$ cat src/hdl/assert_macros.svh
`ifndef ASSERT_MACROS_SVH
`define ASSERT_MACROS_SVH

// Concurrent check, sampled on the rising edge, off while reset is low.
`define ASSERT_RST(name, clk, rstn, prop, msg) \
  name: assert property (@(posedge clk) disable iff (!rstn) (prop)) else $error(msg);

// Condition that must never be seen outside reset.
`define ASSERT_NEVER(name, clk, rstn, cond, msg) \
  name: assert property (@(posedge clk) disable iff (!rstn) !(cond)) else $error(msg);

`endif

$ cat src/hdl/lzhd_ram.sv
module lzhd_ram #(
  parameter int unsigned Width = 8,
  parameter int unsigned Depth = 256,
  parameter int unsigned AddrW = $clog2(Depth)
) (
  input  logic             clk_i,
  input  logic             we_i,
  input  logic [AddrW-1:0] waddr_i,
  input  logic [Width-1:0] wdata_i,
  input  logic             re_i,
  input  logic [AddrW-1:0] raddr_i,
  output logic [Width-1:0] rdata_o
);

  logic [Width-1:0] mem_q [Depth];
  logic [Width-1:0] rdata_q;

  // Same-address read and write return the old word.
  always_ff @(posedge clk_i) begin
    if (we_i) begin
      mem_q[waddr_i] <= wdata_i;
    end
    if (re_i) begin
      rdata_q <= mem_q[raddr_i];
    end
  end

  assign rdata_o = rdata_q;

endmodule

$ cat config.mk
export PLATFORM = sky130hd
export DESIGN_NAME = lzhd_ram
export DESIGN_NICKNAME = d
export VERILOG_FILES = /design/src/hdl/assert_macros.svh /design/src/hdl/lzhd_ram.sv
export SDC_FILE = /design/constraint.sdc
export NUM_CORES = 2
export LEC_CHECK = 0
export ABC_AREA = 1
export BUFFER_PORTS_ARGS = -buffer_cell sky130_fd_sc_hd__buf_4
export CORE_MARGIN = 1
export CORE_UTILIZATION = 54
export DETAILED_ROUTE_END_ITERATION = 8
export GPL_ROUTABILITY_DRIVEN = 0
export PLACE_DENSITY = 0.66
export SYNTH_ARGS = -nofsm -noshare
export SYNTH_HDL_FRONTEND = slang
export SYNTH_SLANG_ARGS = --single-unit
$ cat constraint.sdc
create_clock -name clk_i -period 5.3 [get_ports clk_i]
set_input_delay 0.53 -clock clk_i [delete_from_list [all_inputs] [get_ports clk_i]]
set_output_delay 0.53 -clock clk_i [all_outputs]
set_load 0.01 [all_outputs]
==> flow_summary_export.csv <==
group,metric,value,unit
worst_setup_path,path_max_fanout,232,
run_status,outcome,"completed",
detailed_routing,wl_per_cell,24.7,um
yosys,syn-instance-count,7003,
floorplan,rows,143,
clock_tree,cts_sinks,2056,
detailed_routing,drc,0,
floorplan,die_w,395,um
clock_tree,cts-resized-gates,0,
timing,relSlewSlack,3.66,%
place,place_area,85000,um^2
floorplan,die-area,156000,um^2
hold_path,hold_class,"input pin to flip-flop",
detailed_routing,drtIter0Drc,7170,
global_route,grt_pass1_wl,332000,um
timing,report.final.setup_viol,0,
worst_setup_path,cp-start-kind,"input pin",
clock_tree,clock-root-buffer,"clkbuf_16",
timing,fmax,302,MHz
yosys,ys_types,13,
timing,period_needed,3320,ps
detailed_routing,viasPerCell,5.99,
global_route,grt-ovfl-total,0,
clock_tree,cts_setup_buffers,0,
place,io_buffers,34,
detailed_routing,routed_wl,223000,um
floorplan,start_util,54.7,%
yosys,synth_seq_cells,2056,
timing,slew_viol_final,0,
floorplan,io_pins,35,
job,max_cap_viol_count,0,
cells_and_area,drive_gt1_share,5.72,%
place,dp_cells,8678,
timing,fin_crit_sh,62.6,%
cells_and_area,synthToLayoutAreaGrowth,9.53,%
timing,setup_tns,0,ps
cells_and_area,fin_util,59.9,%
clock_tree,cts_buffer_depth,3,
global_route,grt_pass1_vias,51400,
global_route,grt_use_total,28.5,%
clock_tree,path_clk_slew,60,ps
power,p_leak,0.0315,uW
detailed_routing,vias,54300,
timing,worstMarginPinSlew,1440,ps
power,power_density,371,nW/um^2
yosys,synth_warnings,0,
power,peakVddDrop,0.000356,V
clock_tree,cts_made_buffers,201,
timing,rsz0062_at_grt,"no",
clock_tree,postCtsHoldBufs,0,
detailed_routing,first_pass_iters,6,
global_route,grt_antenna_before_repair,3,
floorplan,coreArea,153000,um^2
yosys,ys_seq_area_share,74.0,%
cells_and_area,design_area,91400,um^2
yosys,syn_area,83500,um^2
worst_setup_path,arrival,3890,ps
yosys,syn-num-nets,7030,
floorplan,die_h,395,um
worst_setup_path,required,5870,ps
cells_and_area,fin_nets,6878,
timing,clock_skew,24.5,ps
clock_tree,cts_tree,"done",
yosys,syn_area_per_cell,11.9,um^2
clock_tree,cts_htree_levels,4,
clock_tree,clock_latency,830,ps
worst_setup_path,cp-end-kind,"flip-flop",
cells_and_area,stdcell_count,9055,
detailed_routing,final_antenna_net_count,0,
timing,hold_viol_final,0,
place,dp_hpwl,122000,um
worst_setup_path,critical_path_class,"input pin to flip-flop",
global_route,grt_max_degree,233,
## stage by stage
stage,hold WS (ps),total power [uW],setup slack [ps]
6_report,128,34000,1980
5_1_grt,87.3,34800,2170
4_1_cts,75.8,34000,2350
3_5_place_dp,962,20300,1470
3_3_place_gp,966,20300,1480
2_1_floorplan,629,19400,3280
## per-layer routing
metal  vias to the layer above  part of all wire (%)  wire, um  global-route usage, %
met5                         -                0.0058        13                      0
met4                         2                   3.1      6970                   9.48
met3                       392                    10     22700                   5.19
met2                      2858                    46    103000                   43.7
met1                     26400                    40     90400                   41.3
li1                      24600                     -         -                      -
## where the power goes
part | leakage [uW] | switching (uW) | internal, uW
combinational | 0.00987 | 1550 | 468
sequential | 0.0185 | 19.7 | 17900
clock | 0.00312 | 6020 | 7970
## cells in the final DEF, fill, tap and decap left out, types with 5 or more instances in the layout
master / count
clkinv_2: 33
inv_6: 5
clkinv_1: 57
nand3_1: 2019
inv_1: 34
buf_8: 11
edfxtp_1: 2056
clkbuf_16: 206
buf_4: 85
buf_12: 32
clkbuf_1: 48
nand2_1: 2123
bufinv_16: 18
nor2_1: 283
## worst max-delay path, stage by stage
cell	delay [ps]
buf_8	470
inv_16	350
buf_12	490
nand2_1	110
nand3_1	80
nand3_1	150
nand3_1	90
nand3_1	120
nand3_1	190
nand3_1	270
nand2_1	120
nand2_1	280
nand2_1	100
## sequential cells by signal, indices dropped and copies added, names as in the netlist
register  count
rdata_o       8
mem_q      2048
## layout make-up
type	count	area, um^2
clock buffer	254	5340
clock inverter	120	1050
tap	2030	2540
inverter	39	180
antenna	3	7.51
timing repair buffer	128	1440
sequential	2056	61700
multi-input combinational	4425	19100
fill	11800	61200
## synth_stat cells
master	n	area share (%)
nand2_1	2123	9.5
edfxtp_1	2056	74
nand3_1	2019	12
nor2_1	283	1.3
buf_2	268	1.6
clkbuf_1	112	0.50
buf_4	46	0.41
buf_1	40	0.18
inv_1	36	0.16
buf_6	16	0.22
inv_2	2	0.0090
buf_8	1	0.018
inv_4	1	0.0075
## kinds of logic (layout without fill, tap and decap cells)
kind of cell / after synthesis / count (layout) / share of synthesized area [%]
other: 0 / 3 / 0
AND/OR/NAND/NOR: 4425 / 4425 / 22.9
buffers and inverters: 522 / 541 / 3.12
flip-flops: 2056 / 2056 / 74.0
## worst paths after layout
| check | end | slack, ps | from | cells after the start |
|---|---|---|---|---|
| setup / recovery | rdata_o[6] | 1980 | raddr_i[0] | 13 |
| setup reg to reg | rdata_o[6] | 3080 | mem_q[57][6] | 10 |
| hold / removal | rdata_o[6] | 130 | re_i | 1 |
| hold reg to reg | rdata_o[6] | 1120 | mem_q[208][6] | 10 |
Power figures use the tool's default switching activity.
