==> config.mk <==
export PLATFORM = sky130hd
export DESIGN_NAME = lzhd_ctrl
export DESIGN_NICKNAME = d
export VERILOG_FILES = /design/src/hdl/assert_macros.svh /design/src/hdl/lzhd_pkg.sv /design/src/hdl/lzhd_ctrl.sv
export SDC_FILE = /design/constraint.sdc
export NUM_CORES = 1
export LEC_CHECK = 0
export ABC_AREA = 1
export BUFFER_PORTS_ARGS = -buffer_cell sky130_fd_sc_hd__buf_2
export CORE_UTILIZATION = 58
export CTS_BUF_LIST = sky130_fd_sc_hd__clkbuf_4 sky130_fd_sc_hd__clkbuf_8
export DETAILED_ROUTE_END_ITERATION = 12
export PLACE_DENSITY_LB_ADDON = 0.25
export RECOVER_POWER = 50
export SYNTH_ARGS = -nofsm -noshare
export SYNTH_HDL_FRONTEND = slang
export SYNTH_SLANG_ARGS = --single-unit
==> constraint.sdc <==
create_clock -name clk_i -period 2.82 [get_ports clk_i]
set_input_delay 0.282 -clock clk_i [delete_from_list [all_inputs] [get_ports clk_i]]
set_output_delay 0.282 -clock clk_i [all_outputs]
set_load 0.01 [all_outputs]
==> src/hdl/assert_macros.svh <==
`ifndef ASSERT_MACROS_SVH
`define ASSERT_MACROS_SVH

// Concurrent check, sampled on the rising edge, off while reset is low.
`define ASSERT_RST(name, clk, rstn, prop, msg) \
  name: assert property (@(posedge clk) disable iff (!rstn) (prop)) else $error(msg);

// Condition that must never be seen outside reset.
`define ASSERT_NEVER(name, clk, rstn, cond, msg) \
  name: assert property (@(posedge clk) disable iff (!rstn) !(cond)) else $error(msg);

`endif

==> src/hdl/lzhd_pkg.sv <==
package lzhd_pkg;

  localparam int unsigned HISTORY_DEPTH = 32768;
  localparam int unsigned HIST_AW       = $clog2(HISTORY_DEPTH);
  localparam int unsigned WC_W          = HIST_AW + 1;
  localparam int unsigned SRC_W         = 16;
  localparam int unsigned REM_W         = 11;

  localparam logic [1:0] MODE_BYTE    = 2'd0;
  localparam logic [1:0] MODE_TICK    = 2'd1;
  localparam logic [1:0] MODE_RESTART = 2'd2;
  localparam logic [1:0] MODE_BAD     = 2'd3;

  localparam logic [2:0] ST_CONSUMED = 3'd0;
  localparam logic [2:0] ST_OUT      = 3'd1;
  localparam logic [2:0] ST_END      = 3'd2;
  localparam logic [2:0] ST_ERROR    = 3'd3;
  localparam logic [2:0] ST_REFUSED  = 3'd4;
  localparam logic [2:0] ST_IDLE     = 3'd5;

  localparam logic [2:0] CT_LITERAL = 3'd0;
  localparam logic [2:0] CT_FILL    = 3'd1;
  localparam logic [2:0] CT_ALT     = 3'd2;
  localparam logic [2:0] CT_ZERO    = 3'd3;
  localparam logic [2:0] CT_BACK    = 3'd4;
  localparam logic [2:0] CT_BITREV  = 3'd5;
  localparam logic [2:0] CT_REVBACK = 3'd6;
  localparam logic [2:0] CT_EXT     = 3'd7;

  localparam logic [7:0] END_MARKER = 8'hff;

  typedef enum logic [3:0] {
    PH_CMD,
    PH_EXTLEN,
    PH_FILL,
    PH_ALT1,
    PH_ALT2,
    PH_OFSHI,
    PH_OFSLO,
    PH_LITERAL,
    PH_EXPAND
  } phase_e;

  typedef struct packed {
    logic [1:0] mode;
    logic [7:0] in_byte;
  } item_t;

  typedef struct packed {
    logic [7:0] out_byte;
    logic       out_valid;
    logic       run_last;
    logic [2:0] status;
  } result_t;

  // What the controller decides for one transfer.
  typedef struct packed {
    logic               rd_en;
    logic [HIST_AW-1:0] rd_addr;
    logic               we;
    logic               from_mem;
    logic               rev;
    logic [HIST_AW-1:0] waddr;
    result_t            res;
  } step_t;

  // Result stage: waits for the registered history read data.
  typedef struct packed {
    logic               we;
    logic               from_mem;
    logic               rev;
    logic [HIST_AW-1:0] waddr;
    result_t            res;
  } s1_t;

endpackage

==> src/hdl/lzhd_ctrl.sv <==
module lzhd_ctrl (
  input  logic            clk_i,
  input  logic            rst_ni,
  input  logic            accept_i,
  input  lzhd_pkg::item_t item_i,
  output lzhd_pkg::step_t step_o
);
  import lzhd_pkg::*;

  phase_e            phase_q, phase_d;
  logic [WC_W-1:0]   wc_q, wc_d;
  logic [2:0]        ctype_q, ctype_d;
  logic [REM_W-1:0]  rem_q, rem_d;
  logic [SRC_W-1:0]  src_q, src_d;
  logic [7:0]        ff_q, ff_d;
  logic [7:0]        fs_q, fs_d;
  logic              alt_q, alt_d;
  logic              fin_q, fin_d;
  logic              err_q, err_d;

  logic              do_emit;
  logic              mem_src;
  logic [7:0]        emit_byte;
  logic [REM_W-1:0]  rem_dec;
  logic [SRC_W-1:0]  wc_ext;
  logic [7:0]        b;

  function automatic phase_e run_phase(input logic [2:0] ct);
    phase_e ph;
    unique case (ct)
      CT_LITERAL: ph = PH_LITERAL;
      CT_FILL:    ph = PH_FILL;
      CT_ALT:     ph = PH_ALT1;
      CT_ZERO:    ph = PH_EXPAND;
      default:    ph = PH_OFSHI;
    endcase
    return ph;
  endfunction

  assign b       = item_i.in_byte;
  assign wc_ext  = SRC_W'(wc_q);
  assign rem_dec = rem_q - REM_W'(1);

  always_comb begin
    phase_d   = phase_q;
    wc_d      = wc_q;
    ctype_d   = ctype_q;
    rem_d     = rem_q;
    src_d     = src_q;
    ff_d      = ff_q;
    fs_d      = fs_q;
    alt_d     = alt_q;
    fin_d     = fin_q;
    err_d     = err_q;
    do_emit   = 1'b0;
    mem_src   = 1'b0;
    emit_byte = '0;
    step_o            = '0;
    step_o.rd_addr    = src_q[HIST_AW-1:0];
    step_o.waddr      = wc_q[HIST_AW-1:0];
    step_o.rev        = (ctype_q == CT_BITREV);
    step_o.res.status = ST_CONSUMED;

    if (item_i.mode == MODE_RESTART) begin
      phase_d = PH_CMD;
      wc_d    = '0;
      ctype_d = '0;
      rem_d   = '0;
      src_d   = '0;
      ff_d    = '0;
      fs_d    = '0;
      alt_d   = 1'b0;
      fin_d   = 1'b0;
      err_d   = 1'b0;
    end else if (item_i.mode == MODE_BAD) begin
      step_o.res.status = ST_REFUSED;
    end else if (err_q) begin
      step_o.res.status = ST_ERROR;
    end else if (fin_q) begin
      step_o.res.status = (item_i.mode == MODE_BYTE) ? ST_REFUSED : ST_IDLE;
    end else if (item_i.mode == MODE_BYTE) begin
      unique case (phase_q)
        PH_CMD: begin
          if (b == END_MARKER) begin
            fin_d             = 1'b1;
            step_o.res.status = ST_END;
          end else if (b[7:5] == CT_EXT) begin
            ctype_d = b[4:2];
            rem_d   = REM_W'(b[1:0]);
            if (b[4:2] == CT_EXT) begin
              err_d             = 1'b1;
              step_o.res.status = ST_ERROR;
            end else begin
              phase_d = PH_EXTLEN;
            end
          end else begin
            ctype_d = b[7:5];
            rem_d   = REM_W'(b[4:0]) + REM_W'(1);
            alt_d   = 1'b0;
            phase_d = run_phase(b[7:5]);
          end
        end
        PH_EXTLEN: begin
          rem_d   = {1'b0, rem_q[1:0], b} + REM_W'(1);
          alt_d   = 1'b0;
          phase_d = run_phase(ctype_q);
        end
        PH_FILL: begin
          ff_d    = b;
          phase_d = PH_EXPAND;
        end
        PH_ALT1: begin
          ff_d    = b;
          phase_d = PH_ALT2;
        end
        PH_ALT2: begin
          fs_d    = b;
          phase_d = PH_EXPAND;
        end
        PH_OFSHI: begin
          if (b[7]) begin
            // short form: distance back from the write pointer
            src_d   = wc_ext - SRC_W'(b[6:0]) - SRC_W'(1);
            phase_d = PH_EXPAND;
          end else begin
            src_d   = {1'b0, b[6:0], 8'h00};
            phase_d = PH_OFSLO;
          end
        end
        PH_OFSLO: begin
          src_d   = src_q | SRC_W'(b);
          phase_d = PH_EXPAND;
        end
        PH_LITERAL: begin
          do_emit   = 1'b1;
          emit_byte = b;
        end
        default: begin
          step_o.res.status = ST_REFUSED;
        end
      endcase
    end else begin
      if (phase_q != PH_EXPAND) begin
        step_o.res.status = ST_IDLE;
      end else if (ctype_q[2]) begin
        if (src_q >= wc_ext) begin
          err_d             = 1'b1;
          step_o.res.status = ST_ERROR;
        end else begin
          do_emit = 1'b1;
          mem_src = 1'b1;
          src_d   = (ctype_q == CT_REVBACK) ? src_q - SRC_W'(1) : src_q + SRC_W'(1);
        end
      end else begin
        do_emit = 1'b1;
        case (ctype_q)
          CT_FILL: emit_byte = ff_q;
          CT_ALT: begin
            emit_byte = alt_q ? fs_q : ff_q;
            alt_d     = ~alt_q;
          end
          default: emit_byte = '0;
        endcase
      end
    end

    if (do_emit) begin
      if (wc_q >= WC_W'(HISTORY_DEPTH)) begin
        err_d             = 1'b1;
        step_o.res.status = ST_ERROR;
      end else begin
        wc_d                 = wc_q + WC_W'(1);
        rem_d                = rem_dec;
        step_o.we            = 1'b1;
        step_o.rd_en         = mem_src;
        step_o.from_mem      = mem_src;
        step_o.res.out_byte  = emit_byte;
        step_o.res.out_valid = 1'b1;
        step_o.res.run_last  = (rem_dec == '0);
        step_o.res.status    = ST_OUT;
        if (rem_dec == '0) begin
          phase_d = PH_CMD;
        end
      end
    end
  end

  always_ff @(posedge clk_i or negedge rst_ni) begin
    if (!rst_ni) begin
      phase_q <= PH_CMD;
      wc_q    <= '0;
      ctype_q <= '0;
      rem_q   <= '0;
      src_q   <= '0;
      ff_q    <= '0;
      fs_q    <= '0;
      alt_q   <= 1'b0;
      fin_q   <= 1'b0;
      err_q   <= 1'b0;
    end else if (accept_i) begin
      phase_q <= phase_d;
      wc_q    <= wc_d;
      ctype_q <= ctype_d;
      rem_q   <= rem_d;
      src_q   <= src_d;
      ff_q    <= ff_d;
      fs_q    <= fs_d;
      alt_q   <= alt_d;
      fin_q   <= fin_d;
      err_q   <= err_d;
    end
  end

endmodule

==> metrics.md <==
| Metric | Value |
|---|---|
| Run status | finished, violations left |
| Violated checks | max-capacitance violations, max-slew violations, negative setup slack |
| WL per Instance | around 16 um |
| Largest net degree at the start of global routing | 70 |
| Fin area | 0.00878 sq mm |
| Num CTS Buffers | 9 |
| Hold/Removal Path Class | in2reg |
| Final hold violation count | 0 |
| Commonest non-fill, non-tap cell in the layout | nand2_1 |
| Longest Clk Path Bufs | 2 |
| Wirelength, routed | 25100 um |
| DP Area | 0.00817 sq mm |
| Slowest cell delay on critical path | 0.47 ns |
| Root Buffer | clkbuf_8 |
| Period minus WS final | 2.89 ns |
| Synth Net Count | approximately 1300 |
| Clk sinks | slightly below 70 |
| Hpwl dp | 17800 um |
| Grt ovf | 0 |
| DIE HEIGHT | 119 um |
| CP delay by family, top | simple AND/OR/NAND/NOR gates |
| Vias | approximately 8900 |
| Final Skew | approximately 0.012 ns |
| Synthesized area per cell | around 6.2 sq um |
| Finish-stage setup viols | 7 |
| Leak Pwr | roughly 4.5 nW |
| Final Max Tran Viols | 70 |
| Initial antenna violation count | 0 |
| CP Cell Sequence | ha_4, nand4_1, nor2_2, nor2_1, nand2_1, nand2_2, nand2_2, nand2_2, nand2_2, nand2_4, nand2_8, buf_4, buf_6, nand2_1, o21ai_2, buf_2 |
| IO Port Bufs | 59 |
| Crit path max fanout | 4 |
| Clk pin slew, worst setup/hold paths | about 0.09 ns |
| Total GRT Usage | a little over a third |
| CP Capture Type | output pin |
| Crit path required time | between 2 and 3 ns |
| CP Class | reg2out |
| CP arrival | about 2.6 ns |
| RSZ-0062 raised after global routing | true |
| Antenna cells | 0 |
| Row count | 42 |
| MaxCap Viol Count | 1 |
| Most frequent cells in the layout | nand2_1, nor2_1, inv_1 |
| Slowest cell on the critical path | dfrtp_2 |
| Remaining DRCs | 0 |
| Seq/Total Area, Yosys | between 20% and 30% |
| Cell repeated most along the worst path | nand2_2 |
| Final ANT Viol Nets | 0 |
| Setup ws final | -0.0656 ns |
| Initial Util | 59.6% |
| Worst vdd ir | approximately 0.41 mV |
| Critical path startpoint category | register |
| I/O pins | 60 |
| Initial DRC count | 867 |
| Power Density | between 600 and 700 mW/mm^2 |
| First-pass GRT wire length | ~40000 um |
| Die X | around 120 um |
| Full die area | roughly 0.014 sq mm |
| Post-synth top flop | dfrtp_1 |
| Layout cells sized above 1 | between 10% and 20% |
| Number of synthesized flops with an enable pin | 0 |
| Vias in the first global route | roughly 8000 |
| Worst-skew pair later-pin latency | about 0.39 ns |
| Peak Freq | 347 MHz |
| Worst-Margin Slew | 1.88 ns |
| Synth Instances | around 1300 |
| Synthesized area | ~0.0079 sq mm |
| Fillers | roughly 1300 |
| Detailed Routing Iterations Pass 1 | 6 |
| Netlist cell types | 56 |
| Asr flop ratio synth | between 90% and 100% |
| Placeable Area | between 0.01 and 0.015 sq mm |
| YS warnings | 0 |
| Layout area overhead | 11.3% |
| Setup WS pre-CTS | roughly 0.12 ns |
| Placed cells | between 1000 and 1500 |
| Worst Path Buf+Inv | 3 |
| Relative slew slack | -25.5% |
| H-tree depth | 3 |
| CTS tree | done |
| Placer Congestion | roughly 1.1 |
| Crit share post-route | 102% |
| Number of synthesized register bits | between 60 and 70 |
| DR vias/cell | slightly below 6 |
| Non-Filler Instances | between 1500 and 2000 |
| Nets@finish | 1396 |
==> synthesized netlist by cell type, types with 4 or more instances <==
library cell | count | area share [%]
a21oi_1 | 58 | 3.7
a22oi_1 | 8 | 0.76
a31oi_1 | 5 | 0.40
buf_2 | 11 | 0.70
buf_4 | 38 | 3.6
buf_6 | 9 | 1.3
clkbuf_1 | 14 | 0.67
dfrtp_1 | 69 | 22
ha_1 | 43 | 6.8
inv_1 | 124 | 5.9
inv_2 | 14 | 0.67
nand2_1 | 415 | 20
nand2_2 | 7 | 0.56
nand2_4 | 4 | 0.57
nand3_1 | 101 | 6.4
nand3_2 | 5 | 0.63
nand3b_1 | 5 | 0.48
nand4_1 | 22 | 1.7
nor2_1 | 112 | 5.3
nor2_2 | 17 | 1.3
nor2_4 | 9 | 1.3
nor3_1 | 11 | 0.70
nor4_1 | 5 | 0.40
o21ai_0 | 87 | 5.5
o21ai_1 | 6 | 0.38
o21ai_2 | 5 | 0.56
o22ai_1 | 6 | 0.48
o31ai_1 | 10 | 0.95
xnor2_1 | 4 | 0.44
xor2_1 | 10 | 1.1
==> report_power, final <==
group          leakage [nW]  switching (mW)  internal, mW
Combinational          3.52            2.11          1.28
Sequential            0.897           0.346          1.26
Clock                0.0856           0.464         0.322
Total                  4.50            2.92          2.86
==> worst reg2reg max path, delay by kind of cell, from the launching register on <==
kind / cells / cell delay, ns
AO/OA/AOI/OAI: 2 / 0.48
adder cells (fa/ha/maj): 1 / 0.37
buffers and inverters: 3 / 0.55
flip-flops: 1 / 0.40
AND/OR/NAND/NOR: 7 / 0.73
==> layout make-up <==
| cell class | count | area [sq um] | area share, % |
|---|---|---|---|
| clock buffer | 9 | 124 | 1.41 |
| tap | 176 | 220 | 2.51 |
| sequential | 69 | 1730 | 19.7 |
| timing repair buffer | 129 | 846 | 9.63 |
| clock inverter | 7 | 51.3 | 0.584 |
| timing repair inverter | 1 | 11.3 | 0.128 |
| multi-input combinational | 987 | 5250 | 59.8 |
| inverter | 141 | 546 | 6.21 |
==> registers in the layout (all words and copies together), names as in the netlist <==
signal / cells
ctype_q: 3
fin_q: 1
rem_q: 11
src_q: 16
wc_ext: 16
alt_q: 1
phase_q: 4
ff_q: 8
fs_q: 8
err_q: 1
==> timing repair <==
action / CTS / global route
setup endpoints to repair: 11 / 25
hold buffers: 0 / 0
pin swaps: 3 / 19
setup buffers: 5 / 24
gates cloned: 0 / 1
resized for setup: 12 / 50
==> metal layers <==
layer	global-route usage [%]	share of wire (%)	vias up	wire length (um)
li1	-	-	4264	-
met1	50.3	43	4045	10800
met2	55.5	44	491	11000
met3	5.65	9.6	68	2420
met4	16.8	3.2	0	803
met5	0	0	-	0
==> path summary, 6_finish.rpt <==
path / from / to / slack (ns) / cells past startpoint
min reg2reg: fs_q[0] / fs_q[0] / 0.49 / 2
min: item_i[2] / ff_q[2] / 0.30 / 3
max: src_q[3] / step_o[1] / -0.07 / 16
max in group asynchronous: rst_ni / rem_q[0] / 1.15 / 1
min in group asynchronous: rst_ni / src_q[8] / 0.37 / 1
max reg2reg: ctype_q[0] / src_q[12] / 0.20 / 13
==> through the flow <==
| step | setup TNS, ns | power [mW] | hold slack (ns) | utilization (%) |
|---|---|---|---|---|
| 2_1_floorplan | 0 | 3.95 | -0.0136 | - |
| 3_3_place_gp | 0 | 4.51 | 0.464 | 61.7 |
| 3_5_place_dp | 0 | 4.59 | 0.470 | 61.7 |
| 4_1_cts | -0.00448 | 5.45 | 0.0755 | 63.4 |
| 5_1_grt | -1.87 | 6.27 | 0.321 | 66.3 |
| 6_report | -0.286 | 5.78 | 0.299 | 66.3 |
==> logic make-up (layout without fill, tap and decap cells) <==
kind of cell | after synthesis | in the layout | share of synthesized area (%)
AO/OA/AOI/OAI | 208 | 208 | 15.3
XOR/XNOR | 14 | 14 | 1.55
adder cells (fa/ha/maj) | 45 | 45 | 7.33
buffers and inverters | 220 | 287 | 13.7
flip-flops | 69 | 69 | 21.9
AND/OR/NAND/NOR | 720 | 720 | 40.3
No activity file was read; power rests on OpenSTA's default activity.
